## config.mk

```make
export PLATFORM = sky130hd
export DESIGN_NAME = insertion_sort_keys_core
export DESIGN_NICKNAME = d
export VERILOG_FILES = /design/src/hdl/isk_pkg.sv /design/src/hdl/insertion_sort_keys_core.sv /design/src/hdl/isk_cell.sv
export SDC_FILE = /design/constraint.sdc
export NUM_CORES = 1
export LEC_CHECK = 0
export BUFFER_PORTS_ARGS = -buffer_cell sky130_fd_sc_hd__buf_2
export CORE_MARGIN = 2
export CORE_UTILIZATION = 35
export CTS_BUF_LIST = sky130_fd_sc_hd__clkbuf_8 sky130_fd_sc_hd__clkbuf_16
export CTS_CLUSTER_DIAMETER = 30
export DETAILED_ROUTE_END_ITERATION = 10
export MAX_ROUTING_LAYER = met4
export PLACE_DENSITY = 0.5
export SYNTH_ARGS = -nofsm -noshare
export SYNTH_HDL_FRONTEND = slang
export SYNTH_SLANG_ARGS = --single-unit
```

## constraint.sdc

```tcl
create_clock -name clk -period 6.74 [get_ports clk]
set_input_delay 1.348 -clock clk [delete_from_list [all_inputs] [get_ports clk]]
set_output_delay 1.348 -clock clk [all_outputs]
set_load 0.01 [all_outputs]
```

## src/hdl/isk_pkg.sv

```systemverilog
// Shared types and constants for the insertion sort key core.
// No dependencies.
`default_nettype none
package isk_pkg;

  localparam int ISK_MAX_KEYS = 32;
  localparam int ISK_KEY_W    = 8;
  localparam int ISK_TAG_W    = 6;

  // One stored entry: sort key plus the record tag that rides with it.
  typedef struct packed {
    logic [ISK_KEY_W-1:0] key;
    logic [ISK_TAG_W-1:0] tag;
  } isk_item_t;

  // Per-cycle command broadcast to every cell of the chain.
  typedef struct packed {
    logic ins;    // insert new_item at its sorted place
    logic drain;  // shift the whole chain one cell toward cell 0
  } isk_ctl_t;

endpackage
`default_nettype wire

```

## src/hdl/insertion_sort_keys_core.sv

```systemverilog
// Top level of the insertion sort key core: control, fill count, output register.
// Depends on isk_pkg and isk_cell.
`default_nettype none
// Stable insertion sorter for byte keys with 6-bit record tags. Keys enter on
// the in_ stream, one beat per cycle, and are placed at once into a chain of
// MAX_KEYS cells that compare against the new key in parallel and shift the
// larger entries up by one. Equal keys keep arrival order. The beat with
// in_tlast set is inserted too, and then the chain drains through cell 0: one
// out_ beat per stored key, ascending, out_tlast on the final one. While the
// run drains, in_tready stays low, also through any out_tready stalls;
// otherwise a key is taken every cycle. Keys that arrive while all
// MAX_KEYS cells are full are dropped, and every beat of that run then carries
// the overflow bit. After the final beat is loaded the store is empty again.
module insertion_sort_keys_core #(
  parameter int MAX_KEYS = isk_pkg::ISK_MAX_KEYS
) (
  input  wire logic        clk,
  input  wire logic        rst_n,
  input  wire logic        in_tvalid,
  output logic             in_tready,
  input  wire logic [15:0] in_tdata,   // [7:0] key, [13:8] tag, [15:14] zero
  input  wire logic        in_tlast,   // last key of the set
  output logic             out_tvalid,
  input  wire logic        out_tready,
  output logic [15:0]      out_tdata,  // [7:0] key_out, [13:8] tag_out, [14] overflow, [15] zero
  output logic             out_tlast   // final beat of the sorted run
);
  import isk_pkg::*;

  localparam int CNT_W = $clog2(MAX_KEYS + 1);
  localparam logic [CNT_W-1:0] CNT_FULL = CNT_W'(MAX_KEYS);
  localparam logic [CNT_W-1:0] CNT_ONE  = CNT_W'(1);

  // Control state
  logic [CNT_W-1:0] cnt_r, cnt_nxt;
  logic             drain_r, drain_nxt;
  logic             drop_r, drop_nxt;

  // Output register
  logic             out_valid_r, out_valid_nxt;
  isk_item_t        out_item_r, out_item_nxt;
  logic             out_last_r, out_last_nxt;
  logic             out_ovf_r, out_ovf_nxt;

  isk_ctl_t         ctl;
  isk_item_t        new_item;
  logic             in_beat;
  logic             drain_step;

  // Chain wiring
  isk_item_t        cell_item [MAX_KEYS];
  logic [MAX_KEYS-1:0] cell_gt;
  logic [MAX_KEYS-1:0] cell_occ;

  assign in_tready  = !drain_r;
  assign in_beat    = in_tvalid && in_tready;
  assign new_item   = '{key: in_tdata[7:0], tag: in_tdata[13:8]};
  // One drain beat whenever the output register is free or being emptied.
  assign drain_step = drain_r && (!out_valid_r || out_tready);

  assign ctl = '{ins: in_beat && (cnt_r < CNT_FULL), drain: drain_step};

  genvar gi;
  generate
    for (gi = 0; gi < MAX_KEYS; gi++) begin : g_cell
      isk_item_t left_item;
      isk_item_t right_item;
      logic      left_gt;

      assign cell_occ[gi] = (CNT_W'(gi) < cnt_r);

      if (gi == 0) begin : g_first
        assign left_item = new_item;
        assign left_gt   = 1'b0;
      end else begin : g_mid
        assign left_item = cell_item[gi-1];
        assign left_gt   = cell_gt[gi-1];
      end

      if (gi == MAX_KEYS - 1) begin : g_last
        assign right_item = cell_item[gi];
      end else begin : g_inner
        assign right_item = cell_item[gi+1];
      end

      isk_cell u_cell (
        .clk        (clk),
        .ctl        (ctl),
        .new_item   (new_item),
        .left_item  (left_item),
        .right_item (right_item),
        .left_gt    (left_gt),
        .occ        (cell_occ[gi]),
        .item       (cell_item[gi]),
        .gt         (cell_gt[gi])
      );
    end
  endgenerate

  always_comb begin
    cnt_nxt       = cnt_r;
    drain_nxt     = drain_r;
    drop_nxt      = drop_r;
    out_valid_nxt = out_valid_r;
    out_item_nxt  = out_item_r;
    out_last_nxt  = out_last_r;
    out_ovf_nxt   = out_ovf_r;

    if (out_valid_r && out_tready) begin
      out_valid_nxt = 1'b0;
    end

    if (in_beat) begin
      if (ctl.ins) begin
        cnt_nxt = cnt_r + CNT_ONE;
      end else begin
        drop_nxt = 1'b1;
      end
      if (in_tlast) begin
        drain_nxt = 1'b1;
      end
    end

    if (drain_step) begin
      out_valid_nxt = 1'b1;
      out_item_nxt  = cell_item[0];
      out_last_nxt  = (cnt_r == CNT_ONE);
      out_ovf_nxt   = drop_r;
      cnt_nxt       = cnt_r - CNT_ONE;
      if (cnt_r == CNT_ONE) begin
        drain_nxt = 1'b0;
        drop_nxt  = 1'b0;
      end
    end
  end

  always_ff @(posedge clk) begin
    if (!rst_n) begin
      cnt_r       <= '0;
      drain_r     <= 1'b0;
      drop_r      <= 1'b0;
      out_valid_r <= 1'b0;
    end else begin
      cnt_r       <= cnt_nxt;
      drain_r     <= drain_nxt;
      drop_r      <= drop_nxt;
      out_valid_r <= out_valid_nxt;
    end
  end

  always_ff @(posedge clk) begin
    out_item_r <= out_item_nxt;
    out_last_r <= out_last_nxt;
    out_ovf_r  <= out_ovf_nxt;
  end

  assign out_tvalid = out_valid_r;
  assign out_tdata  = {1'b0, out_ovf_r, out_item_r.tag, out_item_r.key};
  assign out_tlast  = out_last_r;

  // A run never drains from an empty store.
  a_drain_nonempty: assert property (@(posedge clk) disable iff (!rst_n)
    drain_r |-> (cnt_r != '0))
    else $error("drain with empty store");

  // Fill count never passes capacity.
  a_cnt_bound: assert property (@(posedge clk) disable iff (!rst_n)
    cnt_r <= CNT_FULL)
    else $error("fill count above capacity");

  // A key offered to a full store sets the drop flag.
  a_drop_set: assert property (@(posedge clk) disable iff (!rst_n)
    (in_beat && !in_tlast && (cnt_r == CNT_FULL)) |=> drop_r)
    else $error("dropped key not flagged");

  // The final drain step ends the drain and loads the last beat.
  a_last_ends_drain: assert property (@(posedge clk) disable iff (!rst_n)
    (drain_step && (cnt_r == CNT_ONE)) |=> (!drain_r && out_valid_r && out_last_r))
    else $error("drain continues past final beat");

endmodule
`default_nettype wire

```

## src/hdl/isk_cell.sv

```systemverilog
// One cell of the insertion chain: holds one key/tag entry.
// Depends on isk_pkg.
`default_nettype none
module isk_cell (
  input  wire logic              clk,
  input  wire isk_pkg::isk_ctl_t  ctl,
  input  wire isk_pkg::isk_item_t new_item,
  input  wire isk_pkg::isk_item_t left_item,
  input  wire isk_pkg::isk_item_t right_item,
  input  wire logic              left_gt,
  input  wire logic              occ,
  output isk_pkg::isk_item_t     item,
  output logic                   gt
);
  import isk_pkg::*;

  isk_item_t item_r;
  isk_item_t item_nxt;

  // Empty cells count as greater; strict compare keeps equal keys in arrival order.
  assign gt   = !occ || (item_r.key > new_item.key);
  assign item = item_r;

  always_comb begin
    item_nxt = item_r;
    if (ctl.drain) begin
      item_nxt = right_item;
    end else if (ctl.ins && gt) begin
      item_nxt = left_gt ? left_item : new_item;
    end
  end

  always_ff @(posedge clk) begin
    item_r <= item_nxt;
  end

endmodule
`default_nettype wire
```

* Word level (Yosys, flattened, before mapping) *
Cells that the tools add are included.

word-level totals
  register bits after elaboration = 473
  output and inout bits = 19
  word-level logic and storage cells = 386

operators by class
  add/sub/neg operators = 2
  $lt $le $gt $ge = 65
  eq/ne operators = 1
  muxes and demuxes = 106
  bitwise gates (word level) = 1
  reductions and logical operators = 139

operators by type and width
  cell                                                       number
  2-to-1 mux 14 bit                                          93
  > comparator 8 bit                                         32
  less-than comparator 5 x 6 -> 1 bit, first input constant  16
  nonzero test 2 bit                                         34
  less-than comparator 4 x 6 -> 1 bit, first input constant  8
  logical AND 1 bit                                          36
  zero test 1 bit                                            34
  logical OR 1 bit                                           33
  less-than comparator 3 x 6 -> 1 bit, first input constant  4
  2-to-1 mux 6 bit                                           3
  less-than comparator 1 x 6 -> 1 bit, first input constant  2
  less-than comparator 2 x 6 -> 1 bit, first input constant  2
  2-to-1 mux 1 bit                                           10
  adder 6 x 1 -> 6 bit, second input constant                1
  equality test 6 x 1 -> 1 bit, second input constant        1
  less-than comparator 6 bit, second input constant          1
  subtractor 6 x 1 -> 6 bit, second input constant           1
  AND reduction 2 bit                                        2
  inverter 1 bit                                             1

* Depth between registers and ports, before layout *
Gate-level depths: netlist of run 1.

  depth after elaboration = 7
  gate-level depth with buffers = 10
  depth with buffers taken out = 7

* By module *
Synthesis of run 1 repeated with hierarchy kept, for this count alone.

unflattened totals
  cells, all modules = 3014
  area total of the unflattened synthesis = 31809.3 µm²

modules (own cells, without submodules)
  module                    times used  cells each  area an instance (µm²)
  isk_cell                  32          90          953.4
  insertion_sort_keys_core  1           134         1300.0

* Worst setup path before layout of run 1 *
No wires, ideal clock.

  path kind = in2reg
  start = input in_tdata[7]
  end = register g_cell[10].u_cell.item_r (netlist bit g_cell[10].u_cell.item[0]) (enable)
  library setup time = 0.404 ns
  arrival = 4.660 ns
  data required time = 6.336 ns
  setup slack = 1.675 ns
  stages = 9
  buffers on the path = 2
  path through = clkbuf_1 inv_1 ha_1 nand4_1 nor2_1 a211oi_1 clkbuf_1 nor3_1 o21ai_0

on the way
  word-level cells in the longest chain between the ends = 4

RTL lines
  what                          line                            text
  start: declaration            insertion_sort_keys_core.sv:21  input wire logic [15:0] in_tdata,
  > comparator 8 bit            isk_cell.sv:21                  assign gt = !occ || (item_r.key > new_item.key);
  logical OR 1 bit              isk_cell.sv:21
  logical AND 1 bit             isk_cell.sv:28                  end else if (ctl.ins && gt) begin
  nonzero test 2 bit (no line)  n/a
  end signal: assignment        isk_cell.sv:34                  item_r <= item_nxt;
  end: declaration              isk_cell.sv:17                  isk_item_t item_r;

No other way between the ends.
A chain may end at the register's enable or synchronous reset.

* Final worst setup path of run 1 *
  start = input in_tdata[3]
  end = register g_cell[29].u_cell.item_r (netlist bit g_cell[29].u_cell.item[12]) (enable)

on the way
  word-level cells in the longest chain between the ends = 4

RTL lines
  what                          line
  > comparator 8 bit            isk_cell.sv:21
  logical OR 1 bit              isk_cell.sv:21
  logical AND 1 bit             isk_cell.sv:28
  nonzero test 2 bit (no line)  n/a
  end signal: assignment        isk_cell.sv:34
  end: declaration              isk_cell.sv:17

No other way between the ends.

==> PnR_summary.wiki, run 1 <==
{| class="wikitable"
! Metric !! Value
|-
| Outcome || completed
|-
| Worst vdd ir || 0.243 mV
|-
| Setup repair bufs after CTS || 0
|-
| Site row count || 112
|-
| Number of pins with negative max-slew slack in the final report || 0
|-
| Startpoint of the most critical register-to-register path || cnt_r[1]
|-
| Headroom to the max-slew limit || 0.198
|-
| Largest net degree at the start of global routing || 193
|-
| Initial Util || 0.353
|-
| Setup TNS || 0 ns
|-
| Master cell of the clock root buffer || sky130_fd_sc_hd__clkbuf_16
|-
| Reported max-cap violation count || 0
|-
| DRC || 0
|-
| Deepest level of the CTS H-tree || 4
|-
| Worst endpoint data arrival time || 4.55 ns
|-
| Sequential fraction of the synthesis area || 0.428
|-
| Portion of total power attributed to combinational logic || 0.258
|-
| Clock group share of total power || 0.427
|-
| All-Layer GR Usage || 0.254
|-
| Startpoint type of the worst setup path || input port
|-
| Number of cells produced by synthesis || 3517
|-
| Beginning of the worst hold path || g_cell[0].u_cell.item[3]
|-
| Crit path setup slack, layout || approximately 2.6 ns
|-
| Die width || 311 um
|-
| Crit-path max FO || 25
|-
| Number of enable flip-flop cells after synthesis || 464
|-
| Post-synth net total || ~3800
|-
| Crit Path Class || input port to flip-flop
|-
| Most common cell in the netlist || sky130_fd_sc_hd__edfxtp_1
|-
| Area of the die || 96700 um2
|-
| Clock input transition at the sequential cells of the worst setup and hold paths || 0.04 ns
|-
| Ratio of total power to cell area || roughly 400 nW/um2
|-
| Dominant synthesized flop cell || sky130_fd_sc_hd__edfxtp_1
|-
| Footprint of the flip-flops and latches || 14100 um2
|-
| Post-Syn Area per Cell || 9.37 um2
|-
| Mean routed wirelength per cell || 25.0 um
|-
| Aggregate routed wire length || 122000 um
|-
| Layout cells sized above 1 || 0.122
|-
| Internal power || 10.3 mW
|-
| CTS tree || done
|-
| Synth cell types || 48
|-
| Clock tree buffer depth || 3
|-
| Number of routed nets with antenna violations || 0
|-
| Via-to-Cell Ratio || 6.27
|-
| Clock period minus worst slack || 4.14 ns
|-
| Post-synthesis instance area || 33000 um2
|-
| Number of vias after detailed routing || 30658
|-
| Leading post-synthesis cells by instance count || sky130_fd_sc_hd__edfxtp_1, sky130_fd_sc_hd__nand4_1, sky130_fd_sc_hd__nor2_1, sky130_fd_sc_hd__a31oi_1, sky130_fd_sc_hd__o31ai_1
|-
| Yosys top cell by area || sky130_fd_sc_hd__edfxtp_1
|-
| Count of port buffers added during placement || 36
|-
| Worst Hold Path EP || out_tdata[11]
|-
| Actual slew at the worst max-slew pin || roughly 1.2 ns
|-
| Number of failing setup endpoints in the final timing report || 0
|-
| TritonCTS buffer count || 156
|-
| Relative area change from synthesis to final layout || 19.7%
|-
| Worst r2r dst || g_cell[0].u_cell.item[9]
|-
| Post-synth top area share || 0.423
|-
| Relative contribution of sequential cells to total power || 0.315
|-
| Synthesis Warnings || 0
|-
| Data required time of the worst path || roughly 7.2 ns
|-
| Number of I/O pins || 40
|-
| Post-route fraction of the period consumed by the critical path || 0.614
|-
| TritonCTS Sinks || 473
|-
| Net switching fraction of the power || 0.352
|-
| Total of flip-flops plus latches after synthesis || 473
|-
| Setup repair after global routing missed its margin || no
|-
| Max Fclk || between 0.2 and 0.25 GHz
|-
| Insertion delay to the later sink of the worst-skew pair || 0.75 ns
|-
| Crit path capture type || flip-flop
|-
| Cell depth of the worst flop-to-flop path || 8
|-
| Pre-Repair DR Iteration Count || 9
|-
| Core Footprint || roughly 93000 um2
|-
| Multi-input gate area || 17200 um2
|-
| Post-route clock skew || 0.0347 ns
|-
| Via count of the first global-routing pass || 29683
|-
| Largest cells by area after synthesis || sky130_fd_sc_hd__edfxtp_1, sky130_fd_sc_hd__ha_1, sky130_fd_sc_hd__o31ai_1, sky130_fd_sc_hd__nand4_1, sky130_fd_sc_hd__a31oi_1
|-
| Estimated wirelength of the detail-placed design || 81300 um
|-
| Cell depth of the worst hold path || 0
|-
| Violation count after the first detailed-route iteration || about 3200
|-
| Number of antenna violations at the first check in global routing || 1
|-
| Overall power of the completed layout || 15.9 mW
|-
| Worst reg2reg setup slack || 3.33 ns
|-
| Classification of the worst-slack hold path || flip-flop to flip-flop
|-
| Pre-CTS setup slack || 1.88 ns
|-
| Post-CTS Resized || 0
|-
| Routability-driven placement congestion ratio || between 0.8 and 0.9
|-
| Grt total ovfl || 0
|-
| Asr flop ratio synth || 0
|-
| Number of buffers added to fix hold violations after cts || 0
|-
| Number of hold violations in the final report || 0
|-
| Static leakage || roughly 14 nW
|-
| Wire length of the first global-routing pass || 186000 um
|-
| Nets@finish || 3770
|-
| DIE HEIGHT || 311 um
|-
| Switching pwr || 5.58 mW
|-
| Count of filler cells inserted in the layout || a little over 9000
|}
-- worst max-delay path, cell delays in order --
cell and delay (ns):
sky130_fd_sc_hd__buf_2 0.12, sky130_fd_sc_hd__inv_2 0.74, sky130_fd_sc_hd__buf_4 0.38, sky130_fd_sc_hd__ha_1 0.29
sky130_fd_sc_hd__nand4_1 0.15, sky130_fd_sc_hd__nor2_1 0.09, sky130_fd_sc_hd__nor2b_1 0.84, sky130_fd_sc_hd__nor3_1 0.14
sky130_fd_sc_hd__o21ai_1 0.17, sky130_fd_sc_hd__buf_4 0.26
-- state kept, by name, summed over array words and instances (netlist names) --
name                count
g_cell.u_cell.item    448
out_tdata              14
cnt_r                   6
drain_r                 1
drop_r                  1
out_ovf_r               1
out_tlast               1
out_tvalid              1
-- how the worst max path moves through the flow --
stage	start	endpoint	slack, ns	cells after the start
4_1_cts	in_tdata[4]	g_cell[6].u_cell.item[10]	2.65	10
3_3_place_gp	in_tdata[4]	g_cell[6].u_cell.item[10]	1.85	10
5_1_grt	in_tdata[4]	g_cell[6].u_cell.item[10]	2.40	10
6_report	in_tdata[3]	g_cell[29].u_cell.item[12]	2.60	10
3_5_place_dp	in_tdata[4]	g_cell[6].u_cell.item[10]	1.88	10
2_1_floorplan	in_tdata[7]	g_cell[10].u_cell.item[0]	1.68	9
-- through the flow --
step / cell area, um2 / cells / hold WS [ns] / utilization
2_1_floorplan: 33000 / 3517 / 0.409 / -
3_3_place_gp: 34500 / 4594 / 0.427 / 0.369
3_5_place_dp: 34500 / 4594 / 0.437 / 0.369
4_1_cts: 39500 / 4887 / 0.451 / 0.423
5_1_grt: 39500 / 4887 / 0.462 / 0.423
6_report: 39500 / 4888 / 0.448 / 0.423
-- cell usage in the layout (no fill, tap or decap), drive strengths merged, types with 92 or more instances in the layout --
cell type	n
o21ai	102
ha	251
clkbuf	162
nor2	450
a21oi	110
nand4	455
buf	185
edfxtp	464
a31oi	401
o31ai	392
nand2	92
-- layout make-up --
type | count | area share
multi-input combinational | 2635 | 0.436
sequential | 473 | 0.358
clock buffer | 162 | 0.101
tap | 1254 | 0.0398
timing repair buffer | 185 | 0.0349
clock inverter | 131 | 0.0255
inverter | 47 | 0.00447
antenna | 1 | 0.0000634
-- layer usage --
layer	global-route usage	routed length, um
met5	-	0
met4	0.0871	3530
met3	0.0443	8550
met2	0.380	54800
met1	0.347	55500
-- power groups by stage --
| stage | clock [mW] | sequential [mW] | combinational, mW |
|---|---|---|---|
| 6_report | 6.77 | 4.99 | 4.10 |
| 5_1_grt | 7.02 | 5.06 | 4.54 |
| 4_1_cts | 6.84 | 4.98 | 4.04 |
| 3_5_place_dp | 0 | 5.02 | 4.02 |
| 3_3_place_gp | 0 | 5.03 | 3.96 |
| 2_1_floorplan | 0 | 4.63 | 2.93 |
-- cell families (layout without fill, tap and decap cells) --
| kind of cell | Yosys count | after routing | share of synthesized area |
|---|---|---|---|
| and+or+nand+nor | 1203 | 1203 | 0.185 |
| adders and majority gates | 251 | 251 | 0.0952 |
| other | 1 | 2 | 0.000114 |
| DFF | 473 | 473 | 0.428 |
| xor gates and xnor gates | 4 | 4 | 0.00106 |
| AOI/OAI and AO/OA | 1175 | 1175 | 0.241 |
| muxes | 1 | 1 | 0.000304 |
| buffers and inverters | 409 | 525 | 0.0501 |
Power figures use the tool's default switching activity.
==> inputs of run 2 (changes only) <==
Clock period 6.74 ns to 4.25 ns, I/O delays scaled along.
==> PnR_summary.wiki, run 2 (synthesized netlist as in run 1, its figures left out) <==
{| class="wikitable"
! Metric !! Value
|-
| TritonCTS Sinks || 473
|-
| Largest net degree at the start of global routing || 84
|-
| Crit path capture type || flip-flop
|-
| Setup repair after global routing missed its margin || no
|-
| Hold Slack || 0.412 ns
|-
| Crit path setup slack, layout || 0.870 ns
|-
| Grt total ovfl || 0
|-
| Wire length of the first global-routing pass || 189000 um
|-
| Count of filler cells inserted in the layout || 9082
|-
| Initial Util || 0.353
|-
| Count of port buffers added during placement || 36
|-
| TritonCTS buffer count || about 150
|-
| Most frequent cells in the layout || sky130_fd_sc_hd__edfxtp_1, sky130_fd_sc_hd__nand4_1, sky130_fd_sc_hd__nor2_1
|-
| Deepest level of the CTS H-tree || 4
|-
| Post-CTS Resized || 0
|-
| Clock period minus worst slack || 3.38 ns
|-
| DRC || 0
|-
| Insertion delay to the later sink of the worst-skew pair || about 0.73 ns
|-
| Outcome || completed
|-
| Via-to-Cell Ratio || 6.22
|-
| Max Fclk || 0.296 GHz
|-
| Crit-path max FO || 24
|-
| Relative area change from synthesis to final layout || 21.3%
|-
| Setup repair bufs after CTS || 0
|-
| Number of antenna violations at the first check in global routing || 2
|-
| Routability-driven placement congestion ratio || 0.867
|-
| Core Footprint || about 93000 um2
|-
| Most frequent standard cell in the layout excluding fill and tap cells || sky130_fd_sc_hd__edfxtp_1
|-
| Violation count after the first detailed-route iteration || 3340
|-
| Pre-Repair DR Iteration Count || 5
|-
| Summed area of non-filler cells in the final layout || 40000 um2
|-
| Startpoint type of the worst setup path || flip-flop
|-
| Multi-input gate area || 17200 um2
|-
| Number of vias after detailed routing || 30728
|-
| Cell depth of the worst flop-to-flop path || 8
|-
| Flip-flop count of the largest register after layout || ~450
|-
| Footprint of the flip-flops and latches || 14100 um2
|-
| Reported max-cap violation count || 0
|-
| Area after DPL || between 30000 and 40000 um2
|-
| Master cell of the clock root buffer || sky130_fd_sc_hd__clkbuf_16
|-
| Number of routed nets with antenna violations || 0
|-
| All-Layer GR Usage || 0.259
|-
| Worst endpoint data arrival time || 3.78 ns
|-
| Classification of the worst-slack hold path || input port to flip-flop
|-
| Cell Count, Final, Fillers Out || 4940
|-
| Estimated wirelength of the detail-placed design || 86700 um
|-
| Pre-CTS setup slack || 0.480 ns
|-
| Headroom to the max-slew limit || 0.206
|-
| Crit Path Class || flip-flop to flip-flop
|-
| Post-route clock skew || 0.0226 ns
|-
| Site row count || 112
|-
| Nets@finish || 3838
|-
| Number of I/O pins || 40
|-
| Number of failing setup endpoints in the final timing report || 0
|-
| Clock input transition at the sequential cells of the worst setup and hold paths || 0.04 ns
|-
| Post-route fraction of the period consumed by the critical path || 0.795
|-
| CTS tree || done
|-
| Aggregate routed wire length || approximately 120000 um
|-
| Instance count after placement with tap cells included || 4672
|-
| Actual slew at the worst max-slew pin || 1.19 ns
|-
| Cell depth of the worst hold path || 3
|-
| Worst reg2reg setup slack || 0.87 ns
|-
| Area of the die || slightly below 100000 um2
|-
| Static leakage || 14.2 nW
|-
| DIE HEIGHT || roughly 310 um
|-
| Number of pins with negative max-slew slack in the final report || 0
|-
| Mean routed wirelength per cell || 25.2 um
|-
| Layout cells sized above 1 || 0.135
|-
| Ratio of total power to cell area || 631 nW/um2
|-
| Clock tree buffer depth || 3
|-
| Number of hold violations in the final report || 0
|-
| Data required time of the worst path || 4.65 ns
|-
| Worst vdd ir || 0.414 mV
|-
| Die width || 311 um
|-
| Number of buffers added to fix hold violations after cts || 0
|-
| Via count of the first global-routing pass || 29953
|}
==> run 2: cell types whose count changed in the layout (fill, tap and decap cells not counted), sizes merged <==
cell	previous run	this run
bufinv	8	17
clkbuf	162	155
clkinv	80	60
diode	1	4
clkinvlp	8	4
inv	82	75
buf	185	263
==> run 2: metal layers <==
layer | global-route usage | share of wire
met1 | 0.354 | 0.45
met5 | - | 0
met3 | 0.0405 | 0.068
met2 | 0.394 | 0.46
met4 | 0.0805 | 0.024
==> run 2: through the flow <==
step	util	TNS, ns	power, mW
after floorplan	-	-102.54	12.0
after global placement	0.377	0	14.4
after detailed placement	0.377	0	14.5
after CTS	0.429	0	25.3
after global routing	0.429	0	26.4
final	0.429	0	25.3
==> run 2: final timing paths <==
check	from	end
worst min-delay path	in_tvalid	drain_r
worst max-delay path	cnt_r[5]	g_cell[2].u_cell.item[7]
worst min register to register	g_cell[0].u_cell.item[3]	out_tdata[11]
worst max register to register	cnt_r[5]	g_cell[2].u_cell.item[7]
==> run 2: report_power, final <==
group	switching, mW	internal [mW]	leakage [nW]
clock	3.23	7.44	2.47
sequential	1.10	6.80	4.55
combinational	4.30	2.39	7.16
total	8.64	16.6	14.2
==> run 2: worst max-delay path: stages, from the launching register on <==
cell and delay [ns]:
sky130_fd_sc_hd__dfxtp_1 0.40, sky130_fd_sc_hd__buf_4 0.24, sky130_fd_sc_hd__nor2_2 0.09, sky130_fd_sc_hd__buf_4 0.29, sky130_fd_sc_hd__nand2_1 0.45, sky130_fd_sc_hd__nor2_1 1.05
sky130_fd_sc_hd__nor3_1 0.08, sky130_fd_sc_hd__o21ai_1 0.17, sky130_fd_sc_hd__buf_4 0.25
==> run 2: area by class of cell <==
cell class,instances,area share
multi-input cells,2635,0.430
flip-flops and latches,473,0.353
clock buffers,155,0.0961
repair buffers,263,0.0518
well taps,1254,0.0392
clock inverters,109,0.0250
inverters,47,0.00441
diodes,4,0.000250
